### src/uer_pkg.sv
// Package: shared types, register indexes and constants for the echo ranger.
`default_nettype none
package uer_pkg;

    localparam int unsigned CFG_IDX_W  = 3;
    localparam int unsigned CFG_DATA_W = 16;
    localparam int unsigned COUNT_W    = 17;
    localparam int unsigned DIST_W     = 11;
    localparam int unsigned PAT_W      = 8;

    localparam logic [CFG_IDX_W-1:0] REG_TRIGGER_LENGTH = 3'd0;
    localparam logic [CFG_IDX_W-1:0] REG_ECHO_TIMEOUT   = 3'd1;
    localparam logic [CFG_IDX_W-1:0] REG_THRESHOLD_FAR  = 3'd2;
    localparam logic [CFG_IDX_W-1:0] REG_THRESHOLD_MID  = 3'd3;
    localparam logic [CFG_IDX_W-1:0] REG_THRESHOLD_NEAR = 3'd4;

    localparam logic [7:0]        RST_TRIGGER_LENGTH = 8'd10;
    localparam logic [15:0]       RST_ECHO_TIMEOUT   = 16'd30000;
    localparam logic [DIST_W-1:0] RST_THRESHOLD_FAR  = 11'd40;
    localparam logic [DIST_W-1:0] RST_THRESHOLD_MID  = 11'd25;
    localparam logic [DIST_W-1:0] RST_THRESHOLD_NEAR = 11'd10;

    localparam logic [PAT_W-1:0] PAT_FAR    = 8'h01;
    localparam logic [PAT_W-1:0] PAT_MID    = 8'h0F;
    localparam logic [PAT_W-1:0] PAT_NEAR   = 8'h7F;
    localparam logic [PAT_W-1:0] PAT_CLOSE  = 8'hFF;

    localparam logic [DIST_W-1:0] DIST_MAX = '1;

    typedef struct packed {
        logic [7:0]        trigger_length;
        logic [15:0]       echo_timeout;
        logic [DIST_W-1:0] threshold_far;
        logic [DIST_W-1:0] threshold_mid;
        logic [DIST_W-1:0] threshold_near;
    } uer_cfg_t;

    typedef struct packed {
        logic              trigger_level;
        logic              busy_res;
        logic              done_res;
        logic [DIST_W-1:0] distance_cm;
        logic              limit_reached;
        logic [PAT_W-1:0]  bar_pattern;
    } uer_res_t;

    function automatic logic [PAT_W-1:0] pick_pattern(input logic [DIST_W-1:0] d,
                                                      input uer_cfg_t cfg);
        logic [PAT_W-1:0] p;
        if (d > cfg.threshold_far)
            p = PAT_FAR;
        else if (d > cfg.threshold_mid)
            p = PAT_MID;
        else if (d > cfg.threshold_near)
            p = PAT_NEAR;
        else
            p = PAT_CLOSE;
        return p;
    endfunction

endpackage
`default_nettype wire

### src/uer_tick_if.sv
// Interface: input tick channel (start request and sampled echo level).
`default_nettype none
interface uer_tick_if;
    logic valid;
    logic ready;
    logic start_req;
    logic echo_level;

    modport source (output valid, output start_req, output echo_level, input ready);
    modport sink   (input valid, input start_req, input echo_level, output ready);
endinterface
`default_nettype wire

### src/uer_res_if.sv
// Interface: result channel (trigger, status and held measurement).
`default_nettype none
interface uer_res_if;
    logic        valid;
    logic        ready;
    logic        trigger_level;
    logic        busy_res;
    logic        done_res;
    logic [10:0] distance_cm;
    logic        limit_reached;
    logic [7:0]  bar_pattern;

    modport source (output valid, output trigger_level, output busy_res, output done_res,
                    output distance_cm, output limit_reached, output bar_pattern,
                    input ready);
    modport sink   (input valid, input trigger_level, input busy_res, input done_res,
                    input distance_cm, input limit_reached, input bar_pattern,
                    output ready);
endinterface
`default_nettype wire

### src/uer_cfg_regs.sv
// Configuration register file with reset defaults.
`default_nettype none
module uer_cfg_regs (
    input  wire logic                           clk,
    input  wire logic                           rst_n,
    input  wire logic                           cfg_we,
    input  wire logic [uer_pkg::CFG_IDX_W-1:0]  cfg_index,
    input  wire logic [uer_pkg::CFG_DATA_W-1:0] cfg_data,
    output uer_pkg::uer_cfg_t                   cfg
);
    import uer_pkg::*;

    uer_cfg_t cfg_reg;

    always_ff @(posedge clk or negedge rst_n)
    begin
        if (!rst_n)
        begin
            cfg_reg.trigger_length <= RST_TRIGGER_LENGTH;
            cfg_reg.echo_timeout   <= RST_ECHO_TIMEOUT;
            cfg_reg.threshold_far  <= RST_THRESHOLD_FAR;
            cfg_reg.threshold_mid  <= RST_THRESHOLD_MID;
            cfg_reg.threshold_near <= RST_THRESHOLD_NEAR;
        end
        else if (cfg_we)
        begin
            unique case (cfg_index)
                REG_TRIGGER_LENGTH: cfg_reg.trigger_length <= cfg_data[7:0];
                REG_ECHO_TIMEOUT:   cfg_reg.echo_timeout   <= cfg_data;
                REG_THRESHOLD_FAR:  cfg_reg.threshold_far  <= cfg_data[DIST_W-1:0];
                REG_THRESHOLD_MID:  cfg_reg.threshold_mid  <= cfg_data[DIST_W-1:0];
                REG_THRESHOLD_NEAR: cfg_reg.threshold_near <= cfg_data[DIST_W-1:0];
                default: ;
            endcase
        end
    end

    assign cfg = cfg_reg;

endmodule
`default_nettype wire

### src/uer_engine.sv
// Measurement engine: phase sequencer, tick counter and running distance quotient.
`default_nettype none
module uer_engine #(
    parameter int unsigned TICKS_PER_CM = 44
) (
    input  wire logic       clk,
    input  wire logic       rst_n,
    input  wire logic       step,
    input  wire logic       start_req,
    input  wire logic       echo_level,
    input  wire uer_pkg::uer_cfg_t cfg,
    output uer_pkg::uer_res_t res
);
    import uer_pkg::*;

    localparam int unsigned REM_W = (TICKS_PER_CM < 2) ? 1 : $clog2(TICKS_PER_CM + 1);
    localparam logic [REM_W-1:0] TPC = REM_W'(TICKS_PER_CM);

    typedef enum logic [1:0] {
        PH_IDLE  = 2'd0,
        PH_TRIG  = 2'd1,
        PH_WAIT  = 2'd2,
        PH_COUNT = 2'd3
    } phase_t;

    phase_t              phase_reg, phase_next;
    logic [COUNT_W-1:0]  count_reg, count_next;
    logic [COUNT_W-1:0]  quot_reg, quot_next;
    logic [REM_W-1:0]    rem_reg, rem_next;
    logic [DIST_W-1:0]   dist_reg, dist_next;
    logic [PAT_W-1:0]    pat_reg, pat_next;
    logic                limit_reg, limit_next;

    logic [7:0]          trig_len;
    logic [COUNT_W-1:0]  count_inc;
    logic [REM_W-1:0]    rem_inc;
    logic                rem_wrap;
    logic                first_wrap;
    logic [COUNT_W-1:0]  echo_count;
    logic [COUNT_W-1:0]  echo_quot;
    logic [REM_W-1:0]    echo_rem;
    logic                over;
    logic                finish;
    logic [COUNT_W-1:0]  fin_quot;
    logic [DIST_W-1:0]   fin_dist;
    logic                trig;
    logic                done;

    // Quotient and remainder track count / TICKS_PER_CM one tick at a time.
    assign trig_len   = (cfg.trigger_length == 8'd0) ? 8'd1 : cfg.trigger_length;
    assign count_inc  = count_reg + COUNT_W'(1);
    assign rem_inc    = rem_reg + REM_W'(1);
    assign rem_wrap   = (rem_inc == TPC);
    assign first_wrap = (TPC == REM_W'(1));
    assign echo_count = (phase_reg == PH_WAIT) ? COUNT_W'(1) : count_inc;
    assign echo_quot  = (phase_reg == PH_WAIT) ? (first_wrap ? COUNT_W'(1) : '0)
                                               : (rem_wrap ? quot_reg + COUNT_W'(1) : quot_reg);
    assign echo_rem   = (phase_reg == PH_WAIT) ? (first_wrap ? '0 : REM_W'(1))
                                               : (rem_wrap ? '0 : rem_inc);
    assign over       = echo_count > {1'b0, cfg.echo_timeout};
    assign fin_quot   = echo_level ? echo_quot : quot_reg;
    assign fin_dist   = (|fin_quot[COUNT_W-1:DIST_W]) ? DIST_MAX : fin_quot[DIST_W-1:0];

    always_comb
    begin
        phase_next = phase_reg;
        count_next = count_reg;
        quot_next  = quot_reg;
        rem_next   = rem_reg;
        finish     = 1'b0;
        trig       = 1'b0;
        unique case (phase_reg)
            PH_IDLE:
            begin
                if (start_req)
                begin
                    trig       = 1'b1;
                    count_next = COUNT_W'(1);
                    phase_next = (trig_len == 8'd1) ? PH_WAIT : PH_TRIG;
                end
            end
            PH_TRIG:
            begin
                trig       = 1'b1;
                count_next = count_inc;
                if (count_inc >= COUNT_W'(trig_len))
                    phase_next = PH_WAIT;
            end
            PH_WAIT:
            begin
                if (echo_level)
                begin
                    count_next = echo_count;
                    quot_next  = echo_quot;
                    rem_next   = echo_rem;
                    phase_next = PH_COUNT;
                    finish     = over;
                end
            end
            PH_COUNT:
            begin
                if (echo_level)
                begin
                    count_next = echo_count;
                    quot_next  = echo_quot;
                    rem_next   = echo_rem;
                    finish     = over;
                end
                else
                begin
                    finish = 1'b1;
                end
            end
            default: ;
        endcase
        if (finish)
            phase_next = PH_IDLE;
    end

    assign done       = finish;
    assign dist_next  = finish ? fin_dist : dist_reg;
    assign pat_next   = finish ? pick_pattern(fin_dist, cfg) : pat_reg;
    assign limit_next = finish ? echo_level : limit_reg;

    always_ff @(posedge clk or negedge rst_n)
    begin
        if (!rst_n)
        begin
            phase_reg <= PH_IDLE;
            count_reg <= '0;
            quot_reg  <= '0;
            rem_reg   <= '0;
            dist_reg  <= '0;
            pat_reg   <= '0;
            limit_reg <= 1'b0;
        end
        else if (step)
        begin
            phase_reg <= phase_next;
            count_reg <= count_next;
            quot_reg  <= quot_next;
            rem_reg   <= rem_next;
            dist_reg  <= dist_next;
            pat_reg   <= pat_next;
            limit_reg <= limit_next;
        end
    end

    assign res.trigger_level = trig;
    assign res.busy_res      = (phase_next != PH_IDLE);
    assign res.done_res      = done;
    assign res.distance_cm   = dist_next;
    assign res.limit_reached = limit_next;
    assign res.bar_pattern   = pat_next;

    a_done_not_busy: assert property (@(posedge clk) disable iff (!rst_n)
        res.done_res |-> !res.busy_res)
        else $error("done beat reports busy");

    a_rem_bound: assert property (@(posedge clk) disable iff (!rst_n)
        rem_reg < TPC || TPC == '0)
        else $error("distance remainder out of range");

    a_done_to_idle: assert property (@(posedge clk) disable iff (!rst_n)
        step && done |=> phase_reg == PH_IDLE)
        else $error("measurement finished but phase not idle");

    a_count_low_done: assert property (@(posedge clk) disable iff (!rst_n)
        step && phase_reg == PH_COUNT && !echo_level |=> $past(done) && phase_reg == PH_IDLE)
        else $error("echo fall did not finish measurement");

endmodule
`default_nettype wire

### src/ultrasonic_echo_ranger_top.sv
// Top level: ultrasonic echo ranger with tick input, result register and config port.
//
//  channel | dir | handshake      | payload
//  tick    | in  | valid/ready    | start_req, echo_level
//  res     | out | valid/ready    | trigger_level, busy_res, done_res, distance_cm,
//          |     |                | limit_reached, bar_pattern
//  cfg     | in  | cfg_we         | cfg_index, cfg_data
//
// One tick beat per clock unless stalled; its result beat goes into the output register.
// tick.ready is high while the output register is empty or being emptied that cycle.
// Distance is kept as a running quotient and remainder, so no divider is needed.
// rst_n clears phase, counters, held results and output valid; config returns to defaults.
`default_nettype none
module ultrasonic_echo_ranger_top #(
    parameter int unsigned TICKS_PER_CM = 44
) (
    input  wire logic                           clk,
    input  wire logic                           rst_n,
    uer_tick_if.sink                            tick,
    uer_res_if.source                           res,
    input  wire logic                           cfg_we,
    input  wire logic [uer_pkg::CFG_IDX_W-1:0]  cfg_index,
    input  wire logic [uer_pkg::CFG_DATA_W-1:0] cfg_data
);
    import uer_pkg::*;

    uer_cfg_t cfg;
    uer_res_t res_comb;
    uer_res_t res_reg;
    logic     res_valid_reg;
    logic     step;

    assign tick.ready = !res_valid_reg || res.ready;
    assign step       = tick.valid && tick.ready;

    uer_cfg_regs u_cfg (
        .clk       (clk),
        .rst_n     (rst_n),
        .cfg_we    (cfg_we),
        .cfg_index (cfg_index),
        .cfg_data  (cfg_data),
        .cfg       (cfg)
    );

    uer_engine #(
        .TICKS_PER_CM (TICKS_PER_CM)
    ) u_engine (
        .clk        (clk),
        .rst_n      (rst_n),
        .step       (step),
        .start_req  (tick.start_req),
        .echo_level (tick.echo_level),
        .cfg        (cfg),
        .res        (res_comb)
    );

    always_ff @(posedge clk or negedge rst_n)
    begin
        if (!rst_n)
            res_valid_reg <= 1'b0;
        else if (tick.ready)
            res_valid_reg <= tick.valid;
    end

    always_ff @(posedge clk)
    begin
        if (step)
            res_reg <= res_comb;
    end

    assign res.valid         = res_valid_reg;
    assign res.trigger_level = res_reg.trigger_level;
    assign res.busy_res      = res_reg.busy_res;
    assign res.done_res      = res_reg.done_res;
    assign res.distance_cm   = res_reg.distance_cm;
    assign res.limit_reached = res_reg.limit_reached;
    assign res.bar_pattern   = res_reg.bar_pattern;

endmodule
`default_nettype wire
### src/flat_wrapper.sv
// flat-port wrapper written by rule: the top's interface ports become plain ports
module ultrasonic_echo_ranger_top_flat import uer_pkg::*;
#(
    parameter int unsigned TICKS_PER_CM = 44
)
  (clk, rst_n, cfg_we, cfg_index, cfg_data, tick_valid, tick_start_req, tick_echo_level, tick_ready, res_valid, res_trigger_level, res_busy_res, res_done_res, res_distance_cm, res_limit_reached, res_bar_pattern, res_ready);
  uer_tick_if tick_i ();
  uer_res_if res_i ();
  input  wire logic clk;
  input  wire logic rst_n;
  input  wire logic cfg_we;
  input  wire logic [uer_pkg::CFG_IDX_W-1:0] cfg_index;
  input  wire logic [uer_pkg::CFG_DATA_W-1:0] cfg_data;
  input wire logic [$bits(tick_i.valid)-1:0] tick_valid;
  input wire logic [$bits(tick_i.start_req)-1:0] tick_start_req;
  input wire logic [$bits(tick_i.echo_level)-1:0] tick_echo_level;
  output wire logic [$bits(tick_i.ready)-1:0] tick_ready;
  output wire logic [$bits(res_i.valid)-1:0] res_valid;
  output wire logic [$bits(res_i.trigger_level)-1:0] res_trigger_level;
  output wire logic [$bits(res_i.busy_res)-1:0] res_busy_res;
  output wire logic [$bits(res_i.done_res)-1:0] res_done_res;
  output wire logic [$bits(res_i.distance_cm)-1:0] res_distance_cm;
  output wire logic [$bits(res_i.limit_reached)-1:0] res_limit_reached;
  output wire logic [$bits(res_i.bar_pattern)-1:0] res_bar_pattern;
  input wire logic [$bits(res_i.ready)-1:0] res_ready;
  assign tick_i.valid = tick_valid;
  assign tick_i.start_req = tick_start_req;
  assign tick_i.echo_level = tick_echo_level;
  assign tick_ready = tick_i.ready;
  assign res_valid = res_i.valid;
  assign res_trigger_level = res_i.trigger_level;
  assign res_busy_res = res_i.busy_res;
  assign res_done_res = res_i.done_res;
  assign res_distance_cm = res_i.distance_cm;
  assign res_limit_reached = res_i.limit_reached;
  assign res_bar_pattern = res_i.bar_pattern;
  assign res_i.ready = res_ready;
  ultrasonic_echo_ranger_top #(.TICKS_PER_CM(TICKS_PER_CM)) u_core (.clk(clk), .rst_n(rst_n), .tick(tick_i), .res(res_i), .cfg_we(cfg_we), .cfg_index(cfg_index), .cfg_data(cfg_data));
endmodule
### config.mk
export PLATFORM = sky130hd
export DESIGN_NAME = ultrasonic_echo_ranger_top_flat
export DESIGN_NICKNAME = d
export VERILOG_FILES = /design/src/uer_pkg.sv /design/src/uer_tick_if.sv /design/src/uer_res_if.sv /design/src/uer_cfg_regs.sv /design/src/uer_engine.sv /design/src/ultrasonic_echo_ranger_top.sv /design/src/flat_wrapper.sv
export SDC_FILE = /design/constraint.sdc
export NUM_CORES = 1
export LEC_CHECK = 0
export BUFFER_PORTS_ARGS = -buffer_cell sky130_fd_sc_hd__buf_2
export CAP_MARGIN = 10
export CORE_MARGIN = 1.5
export CORE_UTILIZATION = 30
export DETAILED_ROUTE_END_ITERATION = 7
export PLACE_DENSITY = 0.46
export SLEW_MARGIN = 20
export SYNTH_ARGS = -nofsm -noshare
export SYNTH_HDL_FRONTEND = slang
export SYNTH_SLANG_ARGS = --single-unit
### constraint.sdc
create_clock -name clk -period 11.1 [get_ports clk]
set_input_delay 2.22 -clock clk [delete_from_list [all_inputs] [get_ports clk]]
set_output_delay 2.22 -clock clk [all_outputs]
set_load 0.02 [all_outputs]
==> impl_metrics.tcl, run 1 <==
set metrics [dict create \
    outcome "complete, no violations" \
    pre_cts_ws_ns 4.74 \
    cts_setup_buffers 0 \
    ys_warn_count 0 \
    dp_cells 1310 \
    die_area_mm2 0.0292 \
    syn_nets 1005 \
    grt_pass1_vias 6432 \
    skew_ns 0.0169 \
    cts_tree "done" \
    end_kind "register" \
    layout-drive-gt1-share_pct 14.3 \
    placed_area_mm2 0.00906 \
    synth-seq-area-share_pct 43.9 \
    area_growth_pct 13.6 \
    syn_avg_cell_area_um2 9.22 \
    clock_latency_ns 0.43 \
    largest_reg_flops 57 \
    hold_buffers 0 \
    cp_max_fo 15 \
    antenna_found_initial 0 \
    fin_ws_ns 5.17 \
    startpoint_type "input port" \
    hold_class "reg2reg" \
    ir_worst_vdd_v 0.0000707 \
    dr.pass1.iters 5 \
    hold_viol 0 \
    die-height_um 171 \
    grt_usage_pct 16.5 \
    path_clk_slew_ns 0.06 \
    nets 1038 \
    rsz0062_at_grt "no" \
    ios 51 \
    cp.required_ns 11.35 \
    place.gp.congestion 0.830 \
    setup_tns_ns 0 \
    powerDensity_mw_per_mm2 230 \
    grt_pass1_wl_um 37100 \
    worst_pin_slew_ns 0.934 \
    slew_headroom_pct 37.7 \
    synth_area_mm2 0.00846 \
    dpl.hpwl_um 16500 \
    core_area_mm2 0.0278 \
    final.min_clock_period_ns 5.93 \
    drt_iter0_drc 420 \
    synthCells 918 \
    numCtsBuffers 17 \
    initial_utilization_pct 30.5 \
    slew_violations 0 \
    vias 6721 \
    final_area_mm2 0.00962 \
    setup_viol 0 \
    wl_um 22900 \
    ys_seq_elements 143 \
    post_cts_resized 0 \
    grt_max_degree 66 \
    n_antenna_cell 0 \
    critPathKind "in2reg" \
    h-tree-depth 4 \
    synthFlopType "dfrtp_1" \
    fin_crit_sh_pct 53.4 \
    port_buffers 50 \
    cts_sinks 143 \
    worstPathArrival_ns 6.18 \
    rows 61 \
    fmax_mhz 169 \
    die_x_um 171 \
    cts-root-buf "clkbuf_16" \
    ys_types 66 \
    via_per_inst 5.01 \
    avgRoutedWirePerCell_um 17.0 \
    postRouteAntennaNets 0 \
    clk_path_buf_depth 2 \
    power.static_leakage_nw 4.16 \
    drc 0 \
    synth_edf_count 23 \
    synthArstFlopShare_pct 83.9 \
    grt-ovfl-total 0 \
    cap_violations 0 \
    report.power.total_mw 2.22 \
    finalNonFillerCells 1342 \
]
==> per-layer routing <==
| metal | GRT usage [%] | wire length (um) | vias up |
|---|---|---|---|
| li1 | - | - | 3365 |
| met1 | 24.3 | 12000 | 3221 |
| met2 | 24.5 | 9750 | 117 |
| met3 | 3.01 | 867 | 18 |
| met4 | 4.50 | 262 | 0 |
| met5 | 0 | 0 | - |
==> Yosys cell counts (all sizes together) (23+ instances only) <==
master	instances	area, um^2
a21oi	30	173
a31oi	28	175
clkbuf	27	101
dfrtp	104	2600
edfxtp	23	691
ha	61	763
inv	75	284
nand2	124	465
nand3	23	120
nand4	26	190
nor2	51	191
nor3	36	185
o21ai	85	425
==> kinds of logic after synthesis <==
| logic type | after synthesis | synth area share, % |
|---|---|---|
| AOI/OAI and AO/OA | 233 | 17.7 |
| xor gates and xnor gates | 22 | 2.28 |
| adders and majority gates | 61 | 9.02 |
| buffers and inverters | 119 | 5.79 |
| DFF | 143 | 43.9 |
| muxes | 23 | 2.99 |
| and+or+nand+nor | 317 | 18.4 |
==> placed cells by master, fill, tap and decap left out, drive strengths merged, types with 17 or more instances in the layout <==
cell and n:
mux2 18, nand3 23, o21ai 85, edfxtp 23, a211oi 18, nor2 51, buf 58, nand2 124
ha 61, nor3 36, clkbuf 23, a21oi 30, o31ai 17, dfrtp 104, inv 75, nand4 26
a31oi 28
==> worst max-delay path, cell delays in order <==
cell	delay, ns
buf_2	0.27
and4_1	0.30
nand3_1	0.11
nor3_2	0.28
a31oi_1	0.19
a211oi_4	0.50
nand2_1	0.22
ha_1	0.36
a211o_1	0.28
o221ai_1	0.18
a21oi_1	0.06
o41ai_1	0.36
nand3_1	0.47
o31ai_1	0.36
==> through the flow <==
| step | hold WS (ns) | util (%) |
|---|---|---|
| floorplan | 0.429 | - |
| global placement | 0.447 | 32.6 |
| detailed placement | 0.452 | 32.6 |
| CTS | 0.466 | 34.6 |
| global route | 0.517 | 34.6 |
| finish | 0.464 | 34.6 |
==> final timing paths <==
| path | startpoint | endpoint | slack, ns | depth (start not counted) |
|---|---|---|---|---|
| min in group asynchronous | rst_n | u_core.u_cfg.cfg[48]$_DFFE_PN0P_ | 1.88 | 1 |
| worst max-delay path | tick_echo_level | u_core.res.bar_pattern[7]$_DFFE_PP_ | 5.17 | 14 |
| worst min register to register | u_core.u_engine.pat_reg[0]$_DFFE_PN0P_ | u_core.u_engine.pat_reg[0]$_DFFE_PN0P_ | 0.46 | 1 |
| max in group asynchronous | rst_n | u_core.u_engine.rem_reg[0]$_DFFE_PN0P_ | 7.87 | 2 |
| worst min-delay path | u_core.u_engine.pat_reg[0]$_DFFE_PN0P_ | u_core.u_engine.pat_reg[0]$_DFFE_PN0P_ | 0.46 | 1 |
| worst max register to register | u_core.u_engine.rem_reg[0]$_DFFE_PN0P_ | u_core.res.bar_pattern[7]$_DFFE_PP_ | 6.12 | 13 |
==> layout make-up <==
type,instances,area [um^2]
Timing Repair Buffer,58,313
Inverter,75,284
Clock inverter,9,87.6
Multi-Input combinational cell,656,4280
Sequential cell,143,3710
Clock buffer,23,468
Tap cell,378,473
Fill cell,2885,18200
==> report_power, final <==
part           total (mW)  internal, mW  switching [mW]
sequential          0.784         0.684           0.100
clock               0.551         0.321           0.230
combinational       0.880         0.329           0.551
(Power assumes the default switching activity.)
==> inputs of run 2 (changes only) <==
- ABC_AREA: unset -> 1
- PLACE_DENSITY: 0.46 -> 0.48
- clock period: 11.1 -> 4.8 ns (I/O delays scaled with it)
==> run 2 against run 1 <==
  * Total power grew to 2.7 times the previous value
  * Routed wire length down 4.7%
  * Synthesized cell count up 18%
  * Clock skew shrank 0.0087 ns
  * Non-clock buffer count increased by 1
  * Critical path type is now reg2reg
  * Largest power group unchanged
  * Highest routed layer unchanged
==> impl_metrics.tcl, run 2 <==
set metrics [dict create \
    dr.pass1.iters 5 \
    grt-ovfl-total 0 \
    synth_most_common_cell "nand2_1" \
    n_antenna_cell 0 \
    via_per_inst 4.63 \
    setup_tns_ns 0 \
    die-height_um 172 \
    yosys.area.top_type "dfrtp_1" \
    outcome "complete, no violations" \
    syn_avg_cell_area_um2 7.91 \
    hold_buffers 0 \
    cts_setup_buffers 0 \
    whs_ns 0.454 \
    drt_iter0_drc 495 \
    numCtsBuffers 17 \
    core_area_mm2 0.0279 \
    worst_pin_slew_ns 0.842 \
    cap_violations 0 \
    ir_worst_vdd_v 0.000275 \
    grt_pass1_vias 6496 \
    fin_crit_sh_pct 85.9 \
    reg2reg_from "u_core.u_engine.rem_reg[0]$_DFFE_PN0P_" \
    p_switching_mw 2.62 \
    slew_headroom_pct 43.7 \
    synthFlopType "dfrtp_1" \
    die_area_mm2 0.0295 \
    drc 0 \
    path_cells "ha_1, nand2_1, inv_1, nor2_1, nand4_1, nor2_4, nand2_1, inv_1, nand3_1, nand3_1, nand3_1, ha_1, nand2_1, or4_1, nand2_1, nand2_1, inv_1, nand2_1, nand2_1" \
    postRouteAntennaNets 0 \
    cts_sinks 143 \
    synth_common_cells "nand2_1, inv_1, dfrtp_1, o21ai_0, nor2_1" \
    synthCells 1081 \
    dpl.hpwl_um 16000 \
    slowest_delay_ns 0.50 \
    ys_types 45 \
    grt_pass1_wl_um 35700 \
    synth_top_area_share_pct 30.4 \
    cp_max_fo 17 \
    ys_warn_count 0 \
    synth_edf_count 23 \
    startpoint_type "register" \
    p_sw_share_pct 44.4 \
    pwr-share-clk_pct 22.1 \
    grt_max_degree 51 \
    critPathKind "reg2reg" \
    hold_viol 0 \
    rows 61 \
    avgRoutedWirePerCell_um 14.3 \
    die_x_um 172 \
    synthTopCellsByArea "dfrtp_1, nand2_1, ha_1" \
    cpLargestDelayFamily "simple AND/OR/NAND/NOR gates" \
    fmax_mhz 243 \
    cpMaxStageDelayCell "or4_1" \
    nets 1216 \
    slew_violations 0 \
    final_util_pct 34.9 \
    cp.required_ns 5.10 \
    worstPathArrival_ns 4.42 \
    initial_utilization_pct 30.6 \
    area_growth_pct 13.9 \
    grt_usage_pct 15.7 \
    hold_start "u_core.u_engine.pat_reg[0]$_DFFE_PN0P_" \
    h-tree-depth 4 \
    power.static_leakage_nw 4.78 \
    path_clk_slew_ns 0.07 \
    skew_ns 0.00817 \
    hold_class "reg2reg" \
    wl_um 21800 \
    powerDensity_mw_per_mm2 605 \
    post_cts_resized 0 \
    fin_ws_ns 0.677 \
    port_buffers 50 \
    synthArstFlopShare_pct 83.9 \
    final.min_clock_period_ns 4.12 \
    layout-drive-gt1-share_pct 12.4 \
    fill_cells 3037 \
    clk_path_buf_depth 2 \
    cpMostUsedCell "nand2_1" \
    place.gp.congestion 0.925 \
    rsz0062_at_grt "no" \
    antenna_found_initial 0 \
    synth_area_mm2 0.00855 \
    cts-root-buf "clkbuf_16" \
    pre_cts_ws_ns 0.439 \
    ys_seq_elements 143 \
    vias 7031 \
    ios 51 \
    internal-power_mw 3.28 \
    synth-seq-area-share_pct 43.4 \
    p_comb_share_pct 47.6 \
    end_kind "register" \
    critPathBufInv 3 \
    clock_latency_ns 0.43 \
    cts_tree "done" \
    p_seq_share_pct 30.3 \
    largest_reg_flops 57 \
    final_cell_mix "nand2_1, inv_1, dfrtp_1" \
    syn_nets 1168 \
    critPathLaunch "u_core.u_engine.rem_reg[0]$_DFFE_PN0P_" \
    setup_viol 0 \
    final_common_cell "nand2_1" \
]
run 2: worst register-to-register path, stage by stage, from the launching register on:
cell and delay [ns]:
dfrtp_1 0.47, ha_1 0.30, nand2_1 0.10, inv_1 0.04, nor2_1 0.09, nand4_1 0.15, nor2_4 0.41, nand2_1 0.24
inv_1 0.19, nand3_1 0.09, nand3_1 0.14, nand3_1 0.29, ha_1 0.39, nand2_1 0.07, or4_1 0.50, nand2_1 0.18
nand2_1 0.09, inv_1 0.07, nand2_1 0.10, nand2_1 0.09
run 2: power by group through the flow:
stage	Combinational (mW)	Sequential (mW)	Clock, mW
floorplan	2.05	1.82	0
global placement	2.80	1.80	0
detailed placement	2.83	1.80	0
CTS	2.84	1.79	1.33
global route	3.22	1.83	1.38
finish	2.81	1.79	1.30
run 2: cell families (layout without fill, tap and decap cells):
group | after synthesis | in the layout | share of synthesized area (%)
AO/OA/AOI/OAI | 158 | 158 | 10.1
XOR/XNOR | 12 | 12 | 1.23
adder cells (fa/ha/maj) | 61 | 61 | 8.93
buffers and inverters | 179 | 240 | 8.55
flip-flops | 143 | 143 | 43.4
AND/OR/NAND/NOR | 528 | 528 | 27.8
run 2: area by class of cell:
| class | instances | area, um^2 | area share [%] |
|---|---|---|---|
| clock buffer | 17 | 425 | 4.37 |
| clock inverter | 15 | 135 | 1.39 |
| inverter | 149 | 559 | 5.74 |
| multi-input combinational | 759 | 4110 | 42.2 |
| sequential | 143 | 3710 | 38.1 |
| tap | 378 | 473 | 4.86 |
| timing repair buffer | 59 | 328 | 3.37 |
run 2: final timing paths:
path | to | slack, ns | cells after the start
min in group asynchronous | u_core.u_cfg.cfg[44]$_DFFE_PN0P_ | 0.58 | 1
max reg2reg | u_core.res.bar_pattern[5]$_DFFE_PP_ | 0.68 | 19
min | u_core.u_engine.pat_reg[0]$_DFFE_PN0P_ | 0.45 | 2
max in group asynchronous | u_core.u_cfg.cfg[41]$_DFFE_PN1P_ | 3.23 | 2
min reg2reg | u_core.u_engine.pat_reg[0]$_DFFE_PN0P_ | 0.45 | 2
max | u_core.res.bar_pattern[5]$_DFFE_PP_ | 0.68 | 19
run 2: stage by stage:
stage / power (mW) / cells / instance area, um^2
after floorplan: 3.87 / 1081 / 8550
after CTS: 5.96 / 1519 / 9730
after global routing: 6.43 / 1520 / 9740
after detailed placement: 4.63 / 1487 / 9170
final: 5.89 / 1520 / 9740
after global placement: 4.60 / 1487 / 9170
run 2: routing by layer:
metal | GRT usage [%] | wire, um
met1 | 23.1 | 11300
met2 | 23.7 | 9520
met3 | 2.62 | 739
met4 | 4.31 | 249
met5 | 0 | 0
==> inputs of run 3 (changes only) <==
- PLACE_DENSITY: 0.48 -> unset
==> run 3 against run 2 <==
  * Register-to-register slack lost 0.08 ns
  * Die area is the same
  * Clock power is essentially flat
  * First-iteration DRC count grew 9.3%
  * Routed wire length shrank 4.0%
  * Sequential power is essentially flat
  * Setup slack lost 0.084 ns
  * Sequential share of layout area shrank 0.098 points
  * Final area grew 0.26%
  * Core utilization grew 0.090 points
  * Combinational power shrank 1%
  * Total power is essentially flat
==> impl_metrics.tcl, run 3 (synthesis results as in run 2) <==
set metrics [dict create \
    via_per_inst 4.63 \
    clock_latency_ns 0.43 \
    whs_ns 0.460 \
    cts_tree "done" \
    layout-drive-gt1-share_pct 12.6 \
    grt-ovfl-total 0 \
    wl_um 20900 \
    dr.pass1.iters 5 \
    drc 0 \
    p_switching_mw 2.56 \
    grt_pass1_wl_um 34800 \
    largest_reg_flops 57 \
    outcome "complete, no violations" \
    area_growth_pct 14.2 \
    avgRoutedWirePerCell_um 13.8 \
    clk_path_buf_depth 2 \
    final_cell_mix "nand2_1, inv_1, dfrtp_1" \
    grt_usage_pct 15.2 \
    pwr-share-clk_pct 22.6 \
    cap_violations 0 \
    place.gp.congestion 0.923 \
    skew_ns 0.00845 \
    slew_violations 0 \
    h-tree-depth 4 \
    hold_viol 0 \
    end_kind "register" \
    postRouteAntennaNets 0 \
    cts_setup_buffers 0 \
    p_comb_share_pct 47.0 \
    startpoint_type "register" \
    grt_pass1_vias 6677 \
    worst_pin_slew_ns 0.864 \
    n_antenna_cell 0 \
    finalNonFillerCells 1520 \
    port_buffers 50 \
    power.static_leakage_nw 4.79 \
    setup_tns_ns 0 \
    initial_utilization_pct 30.6 \
    cpMostUsedCell "nand2_1" \
    dpl.hpwl_um 15300 \
    internal-power_mw 3.33 \
    die-height_um 172 \
    critPathKind "reg2reg" \
    dp_cells 1487 \
    p_seq_share_pct 30.4 \
    rows 61 \
    drt_iter0_drc 541 \
    final_common_cell "nand2_1" \
    setup_viol 0 \
    fmax_mhz 238 \
    hold_buffers 0 \
    path_cells "ha_1, nand2_1, inv_1, nor2_1, nand4_1, nor2_4, nand3_1, nand3_1, nand2_2, nor2_4, buf_4, nand3_4, ha_1, nand2_1, o21ai_0, nand3_1, o2111ai_1, nand2_1, nand2_1, inv_1, nand2_1, nand2_1" \
    path_clk_slew_ns 0.07 \
    grt_max_degree 63 \
    rsz0062_at_grt "no" \
    ir_worst_vdd_v 0.000300 \
    cp_max_fo 17 \
    slew_headroom_pct 42.3 \
    pre_cts_ws_ns 0.388 \
    numCtsBuffers 17 \
    cp.required_ns 4.98 \
    fin_ws_ns 0.592 \
    die_area_mm2 0.0295 \
    powerDensity_mw_per_mm2 603 \
    cpMaxStageDelayCell "dfrtp_1" \
    antenna_found_initial 0 \
    p_sw_share_pct 43.4 \
    cts-root-buf "clkbuf_16" \
    slowest_delay_ns 0.48 \
    ios 51 \
    worstPathArrival_ns 4.39 \
    core_area_mm2 0.0279 \
    reg2reg_depth 22 \
    cts_sinks 143 \
    holdPathStages 2 \
    hold_class "reg2reg" \
    post_cts_resized 0 \
    vias 7035 \
    nets 1216 \
    fin_crit_sh_pct 87.7 \
    final.min_clock_period_ns 4.21 \
    die_x_um 172 \
]
[run 3: changes by cell type in the layout (fill, tap and decap cells not counted)]
cell       previous run  this run
inv_6                 5         4
inv_8                 1         0
bufinv_16             1         2
clkinv_1              4         2
clkinv_4              2         4
clkinv_2              2         3
[run 3: metal layers]
metal  vias up  wire length (um)  track usage [%]  share of wire, %
li1       3618                 -                -                 -
met1      3242             10700             22.0                51
met2       149              8950             22.7                43
met3        26               905             3.27               4.3
met4         0               330             4.05               1.6
met5         -                 0                0                 0
[run 3: power groups by stage]
| stage | registers, mW | logic (mW) | clock network (mW) |
|---|---|---|---|
| final | 1.79 | 2.77 | 1.33 |
| after global routing | 1.83 | 3.23 | 1.42 |
| after CTS | 1.79 | 2.77 | 1.36 |
| after detailed placement | 1.80 | 2.75 | 0 |
| after global placement | 1.80 | 2.71 | 0 |
| after floorplan | 1.82 | 2.05 | 0 |
[run 3: layout make-up]
| class | instances | area [um^2] |
|---|---|---|
| fillers | 2980 | 18200 |
| multi-input cells | 759 | 4110 |
| well taps | 378 | 473 |
| flip-flops and latches | 143 | 3710 |
| inverters | 149 | 559 |
| repair buffers | 59 | 328 |
| clock inverters | 15 | 160 |
| clock buffers | 17 | 425 |
[run 3: through the flow]
step	area, um^2	total power, mW	util, %
2_1_floorplan	8550	3.87	-
3_3_place_gp	9170	4.51	32.8
3_5_place_dp	9170	4.56	32.8
4_1_cts	9750	5.92	34.9
5_1_grt	9770	6.48	35.0
6_report	9770	5.89	35.0
[run 3: critical path: cells and delay by family, from the launching register on]
family          cells  cell delay [ns]
fa+ha+maj           2             0.64
buf+inv             3             0.35
simple gates       15             2.14
compound gates      2             0.31
flops               1             0.48
[run 3: worst paths after layout]
kind,start,endpoint,slack (ns)
worst max-delay path,u_core.u_engine.rem_reg[0]$_DFFE_PN0P_,u_core.res.bar_pattern[6]$_DFFE_PP_,0.59
worst max register to register,u_core.u_engine.rem_reg[0]$_DFFE_PN0P_,u_core.res.bar_pattern[6]$_DFFE_PP_,0.59
worst min-delay path,u_core.u_engine.pat_reg[0]$_DFFE_PN0P_,u_core.u_engine.pat_reg[0]$_DFFE_PN0P_,0.46
max in group asynchronous,rst_n,u_core.u_cfg.cfg[27]$_DFFE_PN1P_,3.18
worst min register to register,u_core.u_engine.pat_reg[0]$_DFFE_PN0P_,u_core.u_engine.pat_reg[0]$_DFFE_PN0P_,0.46
min in group asynchronous,rst_n,u_core.res.valid$_DFFE_PN0N_,0.63
